`src/rtl/tbvrc_pkg.sv`:
```
// shared types, constants and codes of the two-bit value range counter
package tbvrc_pkg;

    localparam int unsigned IDX_W       = 10;    // slot_index and range_end
    localparam int unsigned CNT_W       = 11;    // count and tree node sums
    localparam int unsigned VAL_W       = 64;    // slot value
    localparam int unsigned IN_DATA_W   = 88;    // slot, end, value padded to bytes
    localparam int unsigned OUT_DATA_W  = 16;    // count padded to bytes
    localparam int unsigned DEF_SLOTS   = 1024;
    localparam int unsigned DEF_Q_DEPTH = 4;

    localparam logic CMD_WRITE = 1'b0;
    localparam logic CMD_QUERY = 1'b1;

    // what the back end has to do with one queued operation
    typedef enum logic [1:0] {
        KIND_WRITE,   // slot write inside the slot range
        KIND_SKIP,    // slot write beyond the slot range, no effect
        KIND_QUERY,   // valid range count
        KIND_ZERO     // invalid range, answers 0
    } t_kind;

    typedef struct packed {
        t_kind            kind;
        logic [IDX_W-1:0] slot;
        logic [IDX_W-1:0] last;
        logic             flag;
    } t_op;

    typedef enum logic [2:0] {
        ST_CLEAR,
        ST_IDLE,
        ST_UPD_RD,
        ST_UPD_WR,
        ST_QRY_STEP,
        ST_QRY_ADD_L,
        ST_QRY_ADD_R,
        ST_OUT
    } t_state;

endpackage

```
`src/rtl/tbvrc_front.sv`:
```
// front end: takes input beats, finds the two-bit flag and classifies the command
module tbvrc_front #(
    parameter int unsigned SLOTS = tbvrc_pkg::DEF_SLOTS
) (
    input  logic                        i_clk,
    input  logic                        i_rst_n,
    input  logic                        i_hold,
    input  logic                        i_valid,
    output logic                        o_ready,
    input  logic                        i_command,
    input  logic [tbvrc_pkg::IDX_W-1:0] i_slot_index,
    input  logic [tbvrc_pkg::IDX_W-1:0] i_range_end,
    input  logic [tbvrc_pkg::VAL_W-1:0] i_value,
    output logic                        o_push,
    output tbvrc_pkg::t_op              o_op,
    input  logic                        i_q_ready
);
    import tbvrc_pkg::*;

    logic             r_a_valid;
    logic             r_a_cmd;
    logic [IDX_W-1:0] r_a_slot;
    logic [IDX_W-1:0] r_a_end;
    logic [VAL_W-1:0] r_a_value;

    logic             r_b_valid;
    logic             r_b_cmd;
    logic [IDX_W-1:0] r_b_slot;
    logic [IDX_W-1:0] r_b_end;
    logic [VAL_W-1:0] r_b_low_cut;   // value with its lowest set bit cleared
    logic             r_b_nz;
    logic             r_b_neg;

    logic a_adv;
    logic b_adv;
    logic accept;
    logic flag;

    assign b_adv   = !r_b_valid || i_q_ready;
    assign a_adv   = !r_a_valid || b_adv;
    assign o_ready = a_adv && !i_hold;
    assign accept  = i_valid && o_ready;

    always_ff @(posedge i_clk) begin
        if (!i_rst_n) begin
            r_a_valid <= 1'b0;
            r_b_valid <= 1'b0;
        end else begin
            if (a_adv) begin
                r_a_valid <= accept;
            end
            if (b_adv) begin
                r_b_valid <= r_a_valid;
            end
        end
    end

    always_ff @(posedge i_clk) begin
        if (accept) begin
            r_a_cmd   <= i_command;
            r_a_slot  <= i_slot_index;
            r_a_end   <= i_range_end;
            r_a_value <= i_value;
        end
        if (b_adv && r_a_valid) begin
            r_b_cmd     <= r_a_cmd;
            r_b_slot    <= r_a_slot;
            r_b_end     <= r_a_end;
            r_b_low_cut <= r_a_value & (r_a_value - VAL_W'(1));
            r_b_nz      <= |r_a_value;
            r_b_neg     <= r_a_value[VAL_W-1];
        end
    end

    // exactly two ones and not negative: nonzero, one left after clearing the lowest, none after the next
    assign flag = !r_b_neg && r_b_nz && (|r_b_low_cut)
                  && !(|(r_b_low_cut & (r_b_low_cut - VAL_W'(1))));

    always_comb begin
        o_op      = '0;
        o_op.slot = r_b_slot;
        o_op.last = r_b_end;
        o_op.flag = flag;
        if (r_b_cmd == CMD_WRITE) begin
            o_op.kind = (32'(r_b_slot) < SLOTS) ? KIND_WRITE : KIND_SKIP;
        end else begin
            o_op.kind = ((r_b_slot > r_b_end) || (32'(r_b_end) >= SLOTS))
                        ? KIND_ZERO : KIND_QUERY;
        end
    end

    assign o_push = r_b_valid && i_q_ready;
endmodule

```
`config.mk`:
```
export PLATFORM = sky130hd
export DESIGN_NAME = tbvrc_front
export DESIGN_NICKNAME = d
export VERILOG_FILES = /design/src/rtl/tbvrc_pkg.sv /design/src/rtl/tbvrc_front.sv
export SDC_FILE = /design/constraint.sdc
export NUM_CORES = 1
export LEC_CHECK = 0
export BUFFER_PORTS_ARGS = -buffer_cell sky130_fd_sc_hd__buf_2
export CORE_MARGIN = 2
export CORE_UTILIZATION = 50
export DETAILED_ROUTE_END_ITERATION = 6
export PLACE_DENSITY = 0.69
export SLEW_MARGIN = 20
export SYNTH_ARGS = -nofsm -noshare
export SYNTH_HDL_FRONTEND = slang
export SYNTH_SLANG_ARGS = --single-unit
```
`constraint.sdc`:
```
create_clock -name i_clk -period 13.11 [get_ports i_clk]
set_clock_uncertainty 0.2 [all_clocks]
set_input_delay 0.6555 -clock i_clk [delete_from_list [all_inputs] [get_ports i_clk]]
set_output_delay 0.6555 -clock i_clk [all_outputs]
set_load 0.05 [all_outputs]
```
### Word-level counts from Yosys, hierarchy flattened

Cells that the tools add are included.

* memories kept: 0
* RAM bits: 0
* register bits after elaboration: 174
* word-level logic and storage cells: 36
* output and inout port bits: 25
* memory bits (read-only): 0
* latch bits: 0
* input bits: 90

* reduce and logical (&&, ||, !) cells: 17
* $add $sub $neg: 2
* div/mod/pow operators: 0
* multiply operators: 0
* magnitude comparators: 1
* shift operators: 0
* bitwise operators: 2
* muxes and demuxes: 2
* equality and inequality tests: 0

Operator list (count)
* $reduce_or 64->1: 3
* $and 64x64->64: 2
* $sub 64x1->64 const B: 2
* $gt 10x10->1: 1
* $logic_and 1x1->1: 7
* $logic_not 1->1: 5
* $logic_or 1x1->1: 2
* $mux 2: 1
* $mux 1: 1

### Longest topological paths before layout

* depth in word-level cells: 5
* mapped depth: 9

### Worst setup path before layout

Ideal clock, no wire load.

* kind: input to register
* start: input i_q_ready
* end: register r_b_cmd, enable pin
* setup time: 542 ps
* arrival: 4548 ps
* setup slack: 7820 ps
* path buffers: 0
* stages: 2
* data required time: 12368 ps
* cell sequence: nor2b_1 -> nor2b_1

* word-level cells in the longest chain between the ends: 2

Ends and longest elaborated chain
* start: declaration: line tbvrc_front.sv:16 `input logic i_q_ready`
* $logic_or 1x1->1: line tbvrc_front.sv:39 `assign b_adv = !r_b_valid || i_q_ready;`
* $logic_and 1x1->1: line tbvrc_front.sv:65 `if (b_adv && r_a_valid) begin`
* end signal: assignment: line tbvrc_front.sv:66 `r_b_cmd <= r_a_cmd;`
* end: declaration: line tbvrc_front.sv:27 `logic r_b_cmd;`

Every way passes these cells.
A chain may end at the register's enable or synchronous reset.

==> results.sh <==
export IMPL_cts_resized=0
export IMPL_synth_xor_area_share_pct=0
export IMPL_fmax_mhz=211
export IMPL_h_tree_depth=4
export IMPL_synth_compound_gate_area_share_pct=10.9
export IMPL_synth_area_leader_cell="edfxtp_1"
export IMPL_port_buffers=114
export IMPL_finalSetupTns_ns=0
export IMPL_drc_errors=0
export IMPL_ios=115
export IMPL_synthCells=476
export IMPL_route_final_wire_length_um=13000
export IMPL_maxSlewHeadroom_pct=29.2
export IMPL_rsz0062_at_grt="no"
export IMPL_wire_per_inst_um=16.3
export IMPL_grt_pass1_vias=4333
export IMPL_clkSlewWorstSetupHoldPaths_ns=0.07
export IMPL_finalSetupViolCount=0
export IMPL_synth_area_mm2=0.00717
export IMPL_die_height_um=124
export IMPL_antenna_found_initial=0
export IMPL_required_ns=12.25
export IMPL_crit_type="flip-flop to output pin"
export IMPL_outcome="completed"
export IMPL_cts_sinks=173
export IMPL_drt_iter0_drc=259
export IMPL_max_vdd_ir_drop_uv=144
export IMPL_yosysWarnings=0
export IMPL_synth_common_cells="edfxtp_1 (171), nor2_1 (29), inv_1 (20)"
export IMPL_placementRows=43
export IMPL_area_growth_pct=19.4
export IMPL_synth_mux_area_share_pct=0.140
export IMPL_yosysMostFrequentCell="edfxtp_1"
export IMPL_routabilityCongestion=0.892
export IMPL_cp_cell_sequence="or3_1 > nor4_4 > nand4b_1 > o41ai_1 > nand2_1 > or4_1 > nor4_2 > buf_2"
export IMPL_num_antenna_cells=0
export IMPL_synth_seq_cells=173
export IMPL_grt_max_degree=87
export IMPL_syn_area_per_cell_um2=15.1
export IMPL_root_buffer="clkbuf_16"
export IMPL_cp_slowest_cell="nand4b_1"
export IMPL_dpl_hpwl_um=9200
export IMPL_design_die_area_mm2=0.0153
export IMPL_initial_utilization_pct=51.5
export IMPL_hold_violations=0
export IMPL_viasPerCell=5.57
export IMPL_critPathCaptureType="output pin"
export IMPL_clk_latency_ns=0.42
export IMPL_cp_max_fo=11
export IMPL_synth_top_area_share_pct=71.6
export IMPL_p_leak_nw=2.98
export IMPL_synth_edf_count=171
export IMPL_synth_cell_types=56
export IMPL_ff2ff_path_depth=6
export IMPL_synth_top_family_by_area="simple AND/OR/NAND/NOR gates"
export IMPL_dr_pass1_iters=4
export IMPL_hold_buffers=0
export IMPL_synth_area_leaders="edfxtp_1 (72%), o31a_1 (2.2%), o21a_1 (1.9%)"
export IMPL_hold_path_class="input port to flip-flop"
export IMPL_pwr_density_cell_mw_per_mm2=138
export IMPL_synth_fp_nets=576
export IMPL_drv_cap=0
export IMPL_synthSimpleGateAreaFrac_pct=13.5
export IMPL_synthAdderAreaFrac_pct=1.88
export IMPL_crit_path_max_incr_delay_ns=0.49
export IMPL_arrival_ns=3.89
export IMPL_cts_setup_buffers=0
export IMPL_cts_buffers=17
export IMPL_via_count=4442
export IMPL_cts_tree="done"
export IMPL_postRouteAntennaNets=0
export IMPL_holdWs_ns=0.201
export IMPL_slew_viol_final=0
export IMPL_drive_above_1_share_pct=27.2
export IMPL_period_needed_ns=4.75
export IMPL_grt_first_pass_wirelength_um=20600
export IMPL_grt_ovfl_total=0
export IMPL_min_period_over_period_pct=36.2
export IMPL_synth_async_reset_ratio_pct=0
export IMPL_cts_path_max_buffers=2
export IMPL_min_path_cells=1
export IMPL_grt_usage_pct=18.0
export IMPL_seq_area_frac_synth_pct=72.2
export IMPL_synth_ff_type="edfxtp_1"
export IMPL_die_w_um=124
export IMPL_core_mm2=0.0139
export IMPL_finalNetCount=705
export IMPL_max_slew_worst_pin_slew_ns=1.06
export IMPL_start_kind="flip-flop"
## metal layers
metal | GRT usage, % | vias to the layer above | share of wire, % | wire [um]
li1 | - | 2182 | - | -
met1 | 22.9 | 2120 | 44 | 5730
met2 | 28.9 | 122 | 48 | 6280
met3 | 5.31 | 18 | 5.6 | 725
met4 | 7.95 | 0 | 2.0 | 256
met5 | 0 | - | 0 | 0
## flip-flops by register name, indices dropped and copies added (netlist names)
signal,count
r_a_cmd,1
r_a_end,10
r_a_slot,10
r_a_valid,1
r_a_value,64
r_b_cmd,1
r_b_end,10
r_b_low_cut,63
r_b_neg,1
r_b_nz,1
r_b_slot,10
r_b_valid,1
## worst max-delay path, delay by kind of cell (launching register included)
kind            cells  cell delay [ns]
simple gates        6             2.25
compound gates      1             0.49
flops               1             0.40
buf+inv             1             0.32
## logic make-up after synthesis
family                     Yosys count
muxes                                1
and+or+nand+nor                    164
AOI/OAI and AO/OA                  101
adders and majority gates           11
DFF                                173
buffers and inverters               26
## power breakdown
| part | leakage [nW] | internal (mW) | switching (mW) | total [mW] |
|---|---|---|---|---|
| Clock | 0.286 | 0.269 | 0.220 | 0.489 |
| Sequential | 1.60 | 0.631 | 0.0123 | 0.643 |
| Combinational | 1.09 | 0.0211 | 0.0289 | 0.0500 |
| Total | 2.98 | 0.921 | 0.261 | 1.18 |
## cell type report
type	count	area, um2
clock buffer	17	425
clock inverter	14	156
fill	1077	5370
inverter	20	75.1
multi-input combinational	277	1900
sequential	173	5170
tap	180	225
timing repair buffer	116	606
## worst paths after layout
check	from	slack [ns]	to
worst max-delay path	r_b_low_cut[10]$_DFFE_PP_	8.36	o_op[0]
worst min-delay path	i_range_end[6]	0.20	r_a_end[6]$_DFFE_PP_
worst max register to register	r_a_value[2]$_DFFE_PP_	9.53	r_b_nz$_DFFE_PP_
worst min register to register	r_a_slot[2]$_DFFE_PP_	0.22	r_b_slot[2]$_DFFE_PP_
## layout by cell type, fill, tap and decap left out, types with 6 or more instances in the layout
master / instances
nor2b_1: 6
a211oi_1: 6
a21oi_1: 10
inv_1: 20
buf_2: 114
nor3_1: 17
nor2_1: 29
nand2_1: 14
and2_1: 11
clkbuf_16: 17
o21ai_0: 11
nor4_1: 13
o31a_1: 18
ha_1: 10
or4_1: 10
or3_1: 13
nand3_1: 9
o21a_1: 18
or2_2: 8
a21boi_0: 7
nand4_1: 7
edfxtp_1: 171
a2111oi_0: 6
## per-stage QoR
stage	instance area [um2]	std cells	total power [mW]	worst slack, ns	utilization (%)
floorplan	7170	476	0.681	7.82	-
global placement	7950	765	0.702	8.88	57.1
detailed placement	7950	765	0.705	8.80	57.1
CTS	8530	796	1.19	8.34	61.2
global route	8560	797	1.22	8.09	61.4
finish	8560	797	1.18	8.36	61.4
Note: power is estimated with default switching activity, not from simulation.
