--- config.mk ---
export PLATFORM = sky130hd
export DESIGN_NAME = tbvrc_queue
export DESIGN_NICKNAME = d
export VERILOG_FILES = /design/src/rtl/tbvrc_pkg.sv /design/src/rtl/tbvrc_queue.sv
export SDC_FILE = /design/constraint.sdc
export NUM_CORES = 1
export LEC_CHECK = 0
export ABC_AREA = 1
export BUFFER_PORTS_ARGS = -buffer_cell sky130_fd_sc_hd__buf_2
export CELL_PAD_IN_SITES_DETAIL_PLACEMENT = 1
export CELL_PAD_IN_SITES_GLOBAL_PLACEMENT = 2
export CORE_MARGIN = 2
export CORE_UTILIZATION = 40
export DETAILED_ROUTE_END_ITERATION = 16
export GPL_ROUTABILITY_DRIVEN = 0
export HOLD_SLACK_MARGIN = 0.03
export PLACE_DENSITY_LB_ADDON = 0.25
export REMOVE_ABC_BUFFERS = 1
export SLEW_MARGIN = 20
export SYNTH_ARGS = -nofsm -noshare
export SYNTH_HDL_FRONTEND = slang
export SYNTH_SLANG_ARGS = --single-unit
--- constraint.sdc ---
create_clock -name i_clk -period 3.2 [get_ports i_clk]
set_input_delay 0.64 -clock i_clk [delete_from_list [all_inputs] [get_ports i_clk]]
set_output_delay 0.64 -clock i_clk [all_outputs]
set_load 0.02 [all_outputs]
--- src/rtl/tbvrc_pkg.sv ---
// shared types, constants and codes of the two-bit value range counter
package tbvrc_pkg;

    localparam int unsigned IDX_W       = 10;    // slot_index and range_end
    localparam int unsigned CNT_W       = 11;    // count and tree node sums
    localparam int unsigned VAL_W       = 64;    // slot value
    localparam int unsigned IN_DATA_W   = 88;    // slot, end, value padded to bytes
    localparam int unsigned OUT_DATA_W  = 16;    // count padded to bytes
    localparam int unsigned DEF_SLOTS   = 1024;
    localparam int unsigned DEF_Q_DEPTH = 4;

    localparam logic CMD_WRITE = 1'b0;
    localparam logic CMD_QUERY = 1'b1;

    // what the back end has to do with one queued operation
    typedef enum logic [1:0] {
        KIND_WRITE,   // slot write inside the slot range
        KIND_SKIP,    // slot write beyond the slot range, no effect
        KIND_QUERY,   // valid range count
        KIND_ZERO     // invalid range, answers 0
    } t_kind;

    typedef struct packed {
        t_kind            kind;
        logic [IDX_W-1:0] slot;
        logic [IDX_W-1:0] last;
        logic             flag;
    } t_op;

    typedef enum logic [2:0] {
        ST_CLEAR,
        ST_IDLE,
        ST_UPD_RD,
        ST_UPD_WR,
        ST_QRY_STEP,
        ST_QRY_ADD_L,
        ST_QRY_ADD_R,
        ST_OUT
    } t_state;

endpackage

--- src/rtl/tbvrc_queue.sv ---
// small fifo of classified operations between front and back end
module tbvrc_queue #(
    parameter int unsigned DEPTH = tbvrc_pkg::DEF_Q_DEPTH
) (
    input  logic           i_clk,
    input  logic           i_rst_n,
    input  logic           i_push,
    input  tbvrc_pkg::t_op i_op,
    output logic           o_ready,
    output logic           o_valid,
    output tbvrc_pkg::t_op o_op,
    input  logic           i_pop
);
    import tbvrc_pkg::*;

    localparam int unsigned PTR_W = $clog2(DEPTH);

    t_op          r_slots [DEPTH];
    logic [PTR_W:0] r_wr;
    logic [PTR_W:0] r_rd;

    assign o_valid = (r_wr != r_rd);
    assign o_ready = !((r_wr[PTR_W] != r_rd[PTR_W])
                       && (r_wr[PTR_W-1:0] == r_rd[PTR_W-1:0]));
    assign o_op    = r_slots[r_rd[PTR_W-1:0]];

    always_ff @(posedge i_clk) begin
        if (!i_rst_n) begin
            r_wr <= '0;
            r_rd <= '0;
        end else begin
            if (i_push) begin
                r_wr <= r_wr + 1'b1;
            end
            if (i_pop) begin
                r_rd <= r_rd + 1'b1;
            end
        end
    end

    always_ff @(posedge i_clk) begin
        if (i_push) begin
            r_slots[r_wr[PTR_W-1:0]] <= i_op;
        end
    end
endmodule

# Word-level counts from Yosys, hierarchy flattened
# Memories as Yosys holds them, arrays and structs flattened. A register that Yosys moved wholly into a read port is not among the register bits.
# Cells that the tools add are included.
# op_classes
addsub	2
eq_ne	3
muxes	4
reduce_logical	2
# ops
cell	n
$add 3x1->3 const B	2
$mux 2	2
$ne 3x3->1	1
$eq 2x2->1	1
$mux 1	2
$logic_and 1x1->1	1
$logic_not 1->1	1
$ne 1x1->1	1
# totals
regBits	6
ram_bits	92
input_bits	27
output_inout_bits	25
wordCells	14
mem_count	1
# memory_table
memory	depth	word_bits	read_ports	rd_ports_with_merged_regs	wr	line	source
r_slots	4	23	1	1	1	tbvrc_queue.sv:18	t_op r_slots [DEPTH];

# Logic depth before layout (Yosys ltp)
# depth
depth_word	3
depth_mapped	5
mapped_depth_nobuf	5

# Least setup slack after synthesis
# Ideal clock, no wire load.
# synth_timing
path_kind	input to register
from	input i_push
to	memory r_slots[3][0] in the netlist's numbering (enable)
setup_ns	0.379
arrival_time_ns	1.162
t_required_ns	2.821
path_slack_ns	1.659
stages	2
path_buffers	0
path_cell_list	nand2_1 inv_1
# synth_via
elab_chain_cells	2
# synth_rtl
element	line	source
from (decl)	tbvrc_queue.sv:7	input logic i_push,
$mux 1	tbvrc_queue.sv:42	if (i_push) begin
$mux 1 (implied by the code)	tbvrc_queue.sv:43	r_slots[r_wr[PTR_W-1:0]] <= i_op;
to (decl)	tbvrc_queue.sv:18	
# Every way passes these cells.

==> metrics.txt <==
# TYPE chip_impl_metric gauge
chip_impl_metric{name="drt-wirelength-per-cell",unit="µm"} 13.8
chip_impl_metric{name="grt.overflow.total",unit=""} 0
chip_impl_metric{name="max-cap-violations",unit=""} 0
chip_impl_metric{name="skew",unit="ns"} 0.00750
chip_impl_info{name="synth.area.top_cells",value="sky130_fd_sc_hd__edfxtp_1 64%, sky130_fd_sc_hd__nand2_1 12%, sky130_fd_sc_hd__inv_1 8.9%"} 1
chip_impl_metric{name="setup_violations",unit=""} 0
chip_impl_metric{name="report.final.hold_viol_count",unit=""} 0
chip_impl_metric{name="stdcell_area",unit="µm²"} 4860
chip_impl_info{name="critical_path_class",value="flop to primary output"} 1
chip_impl_metric{name="timing.slew.headroom",unit="%"} 45.6
chip_impl_metric{name="cts_setup_buffers",unit=""} 0
chip_impl_info{name="rr_startpoint",value="r_wr[1]"} 1
chip_impl_metric{name="yosysWarningCount",unit=""} 0
chip_impl_metric{name="grt_first_pass_wirelength",unit="mm"} 14.0
chip_impl_metric{name="clock_power_share",unit="%"} 28.0
chip_impl_metric{name="initial_core_util",unit="%"} 40.6
chip_impl_metric{name="ys_ff_latch",unit=""} 100
chip_impl_metric{name="place.port_buffers",unit=""} 51
chip_impl_metric{name="placement_rows",unit=""} 38
chip_impl_metric{name="combinationalPowerShare",unit="%"} 13.2
chip_impl_info{name="cp-start-kind",value="flop"} 1
chip_impl_metric{name="worst-slew-pin-transition",unit="ns"} 0.815
chip_impl_metric{name="floorplan.core_area",unit="µm²"} 10700
chip_impl_info{name="cts.root.buffer_cell",value="sky130_fd_sc_hd__clkbuf_8"} 1
chip_impl_metric{name="clkTransAtPathRegs",unit="ns"} 0.10
chip_impl_metric{name="timing.critical_path.required",unit="ns"} 2.56
chip_impl_info{name="synth_most_common_cell",value="sky130_fd_sc_hd__nand2_1"} 1
chip_impl_metric{name="io_pins",unit=""} 52
chip_impl_metric{name="setup-tns-final",unit="ns"} 0
chip_impl_info{name="synth_commonest_cells",value="133 x sky130_fd_sc_hd__nand2_1, 103 x sky130_fd_sc_hd__inv_1, 92 x sky130_fd_sc_hd__edfxtp_1"} 1
chip_impl_metric{name="numCtsBuffers",unit=""} 9
chip_impl_metric{name="static-leakage-power",unit="µW"} 0.00228
chip_impl_metric{name="synthToLayoutAreaGrowth",unit="%"} 11.9
chip_impl_metric{name="power_density",unit="nW/µm²"} 526
chip_impl_metric{name="holdBufCountCts",unit=""} 0
chip_impl_metric{name="grt_max_degree",unit=""} 47
chip_impl_info{name="hp-class",value="input pin to flop"} 1
chip_impl_metric{name="vias_per_cell",unit=""} 4.43
chip_impl_metric{name="placedInstanceArea",unit="µm²"} 4680
chip_impl_metric{name="die_ar",unit="µm²"} 11700
chip_impl_metric{name="dieWidth",unit="µm"} 108
chip_impl_metric{name="power.share.switching",unit="%"} 26.8
chip_impl_metric{name="syn_area",unit="µm²"} 4340
chip_impl_metric{name="cts-root-to-sink-buffers",unit=""} 2
chip_impl_metric{name="detail_route.wirelength",unit="mm"} 8.57
chip_impl_metric{name="seqPwrFrac",unit="%"} 58.7
chip_impl_info{name="cts_tree",value="done"} 1
chip_impl_metric{name="share_of_synthesized_registers_carrying_an_async_set_or_reset",unit="%"} 0
chip_impl_metric{name="share_of_the_synthesized_area_in_the_top_cell_type",unit="%"} 63.6
chip_impl_metric{name="ctsResizeCount",unit=""} 0
chip_impl_info{name="cp-end-kind",value="primary output"} 1
chip_impl_metric{name="cp_arrival",unit="ns"} 1.76
chip_impl_metric{name="initial_detailed_routing_violation_count",unit=""} 94
chip_impl_metric{name="post_syn_instances",unit=""} 420
chip_impl_metric{name="grt_usage",unit="%"} 16.1
chip_impl_metric{name="maxSlewViolCount",unit=""} 0
chip_impl_metric{name="vdd_ir_drop_max",unit="mV"} 0.237
chip_impl_metric{name="final_min_period_over_clock_period",unit="%"} 75.0
chip_impl_metric{name="dp.final_hpwl",unit="mm"} 5.33
chip_impl_metric{name="number_of_enable_type_register_cells_in_the_synthesized_netlist",unit=""} 92
chip_impl_metric{name="drc",unit=""} 0
chip_impl_metric{name="post-route-min-period",unit="ns"} 2.40
chip_impl_metric{name="synth.distinct_cells",unit=""} 17
chip_impl_metric{name="cts-htree-levels",unit=""} 3
chip_impl_metric{name="clock_latency",unit="ns"} 0.36
chip_impl_info{name="post-synth-top-area-cell",value="sky130_fd_sc_hd__edfxtp_1"} 1
chip_impl_metric{name="clock-sinks",unit=""} 100
chip_impl_info{name="run_status",value="complete, no violations"} 1
chip_impl_metric{name="number_of_antenna_violations_at_the_first_check_in_global_routing",unit=""} 0
chip_impl_info{name="rsz_0062_raised_after_global_routing",value="no"} 1
chip_impl_metric{name="critical_path.max_fanout",unit=""} 46
chip_impl_metric{name="n_antenna_cell",unit=""} 0
chip_impl_info{name="min_from",value="i_op[22]"} 1
chip_impl_metric{name="post_synth.cell_area_avg",unit="µm²"} 10.3
chip_impl_metric{name="fraction_of_final_layout_cells_sized_beyond_drive_strength_1",unit="%"} 16.0
chip_impl_metric{name="final_antenna_violating_net_count",unit=""} 0
chip_impl_metric{name="die_h",unit="µm"} 108
chip_impl_metric{name="synth-seq-area-share",unit="%"} 67.3
chip_impl_metric{name="number_of_global_route_vias_before_repair",unit=""} 2795
chip_impl_metric{name="timing.fmax",unit="MHz"} 416
chip_impl_metric{name="vias",unit=""} 2745
chip_impl_metric{name="drtPass1Iterations",unit=""} 5
chip_impl_info{name="main_flop_type_after_synthesis",value="sky130_fd_sc_hd__edfxtp_1"} 1
chip_impl_metric{name="netSwitchingPower",unit="µW"} 685
chip_impl_metric{name="final_nets",unit=""} 507
chip_impl_metric{name="internal-power",unit="µW"} 1870
==> metal layers <==
| layer | global-route usage (%) | vias up | share of wire, % |
|---|---|---|---|
| met5 | 0 | - | 0 |
| met4 | 5.77 | 0 | 1.5 |
| met3 | 2.53 | 12 | 2.5 |
| met2 | 28.0 | 41 | 51 |
| met1 | 20.4 | 1282 | 45 |
| li1 | - | 1410 | - |
==> power groups by stage <==
stage	clock network [µW]	logic [µW]	registers (µW)
6_report	717	338	1500
5_1_grt	789	385	1510
4_1_cts	735	347	1500
3_5_place_dp	0	346	1530
3_3_place_gp	0	338	1530
2_1_floorplan	0	195	1540
==> final timing paths <==
path,endpoint,slack (ns),cells after the start
worst max-delay path,o_op[4],0.80,5
worst min-delay path,r_slots[1][22],0.49,1
worst max register to register,r_slots[3][8],1.45,4
worst min register to register,r_wr[2],0.54,2
==> critical path, cell delays in order (launching register included) <==
cell                      delay, ns
sky130_fd_sc_hd__dfxtp_2       0.33
sky130_fd_sc_hd__inv_2         0.57
sky130_fd_sc_hd__nand2_1       0.14
sky130_fd_sc_hd__nand3_1       0.11
sky130_fd_sc_hd__nand2_1       0.07
sky130_fd_sc_hd__buf_2         0.16
==> cell families (layout without fill, tap and decap cells) <==
kind of cell	after synthesis	in the layout	share of synthesized area [%]
compound gates	6	6	0.692
xor+xnor	1	1	0.202
fa+ha+maj	5	5	1.44
buf+inv	118	178	12.1
flops	100	100	67.3
simple gates	190	190	18.2
==> placed cells by master, fill, tap and decap left out, drive strengths merged <==
| cell type | count |
|---|---|
| edfxtp | 92 |
| a21oi | 3 |
| clkbuf | 9 |
| o21ai | 3 |
| xnor2 | 1 |
| nand3 | 49 |
| clkinvlp | 1 |
| ha | 5 |
| nor2 | 8 |
| nand2 | 133 |
| dfxtp | 8 |
| inv | 107 |
| buf | 57 |
| clkinv | 4 |
==> area by class of cell <==
cell class,instances,area (µm²)
sequential,100,2920
clock buffer,9,124
inverter,105,394
tap,140,175
clock inverter,7,50.0
multi-input combinational,202,891
fill,1231,5840
timing repair buffer,57,300
==> per-stage QoR <==
stage	instances	total power, µW	hold slack (ns)	setup WS, ns	utilization [%]
6_report	620	2560	0.487	0.799	45.4
3_3_place_gp	604	1870	0.517	1.16	43.8
3_5_place_dp	604	1880	0.528	1.15	43.8
5_1_grt	620	2680	0.477	0.589	45.4
2_1_floorplan	407	1740	0.493	0.644	-
4_1_cts	620	2580	0.475	0.749	45.4
==> sequential cells by signal, summed over array words and instances, names as in the netlist, named ones only <==
register / cells
r_rd: 3
r_wr: 3
r_slots: 92
Note: power is estimated with default switching activity, not from simulation.
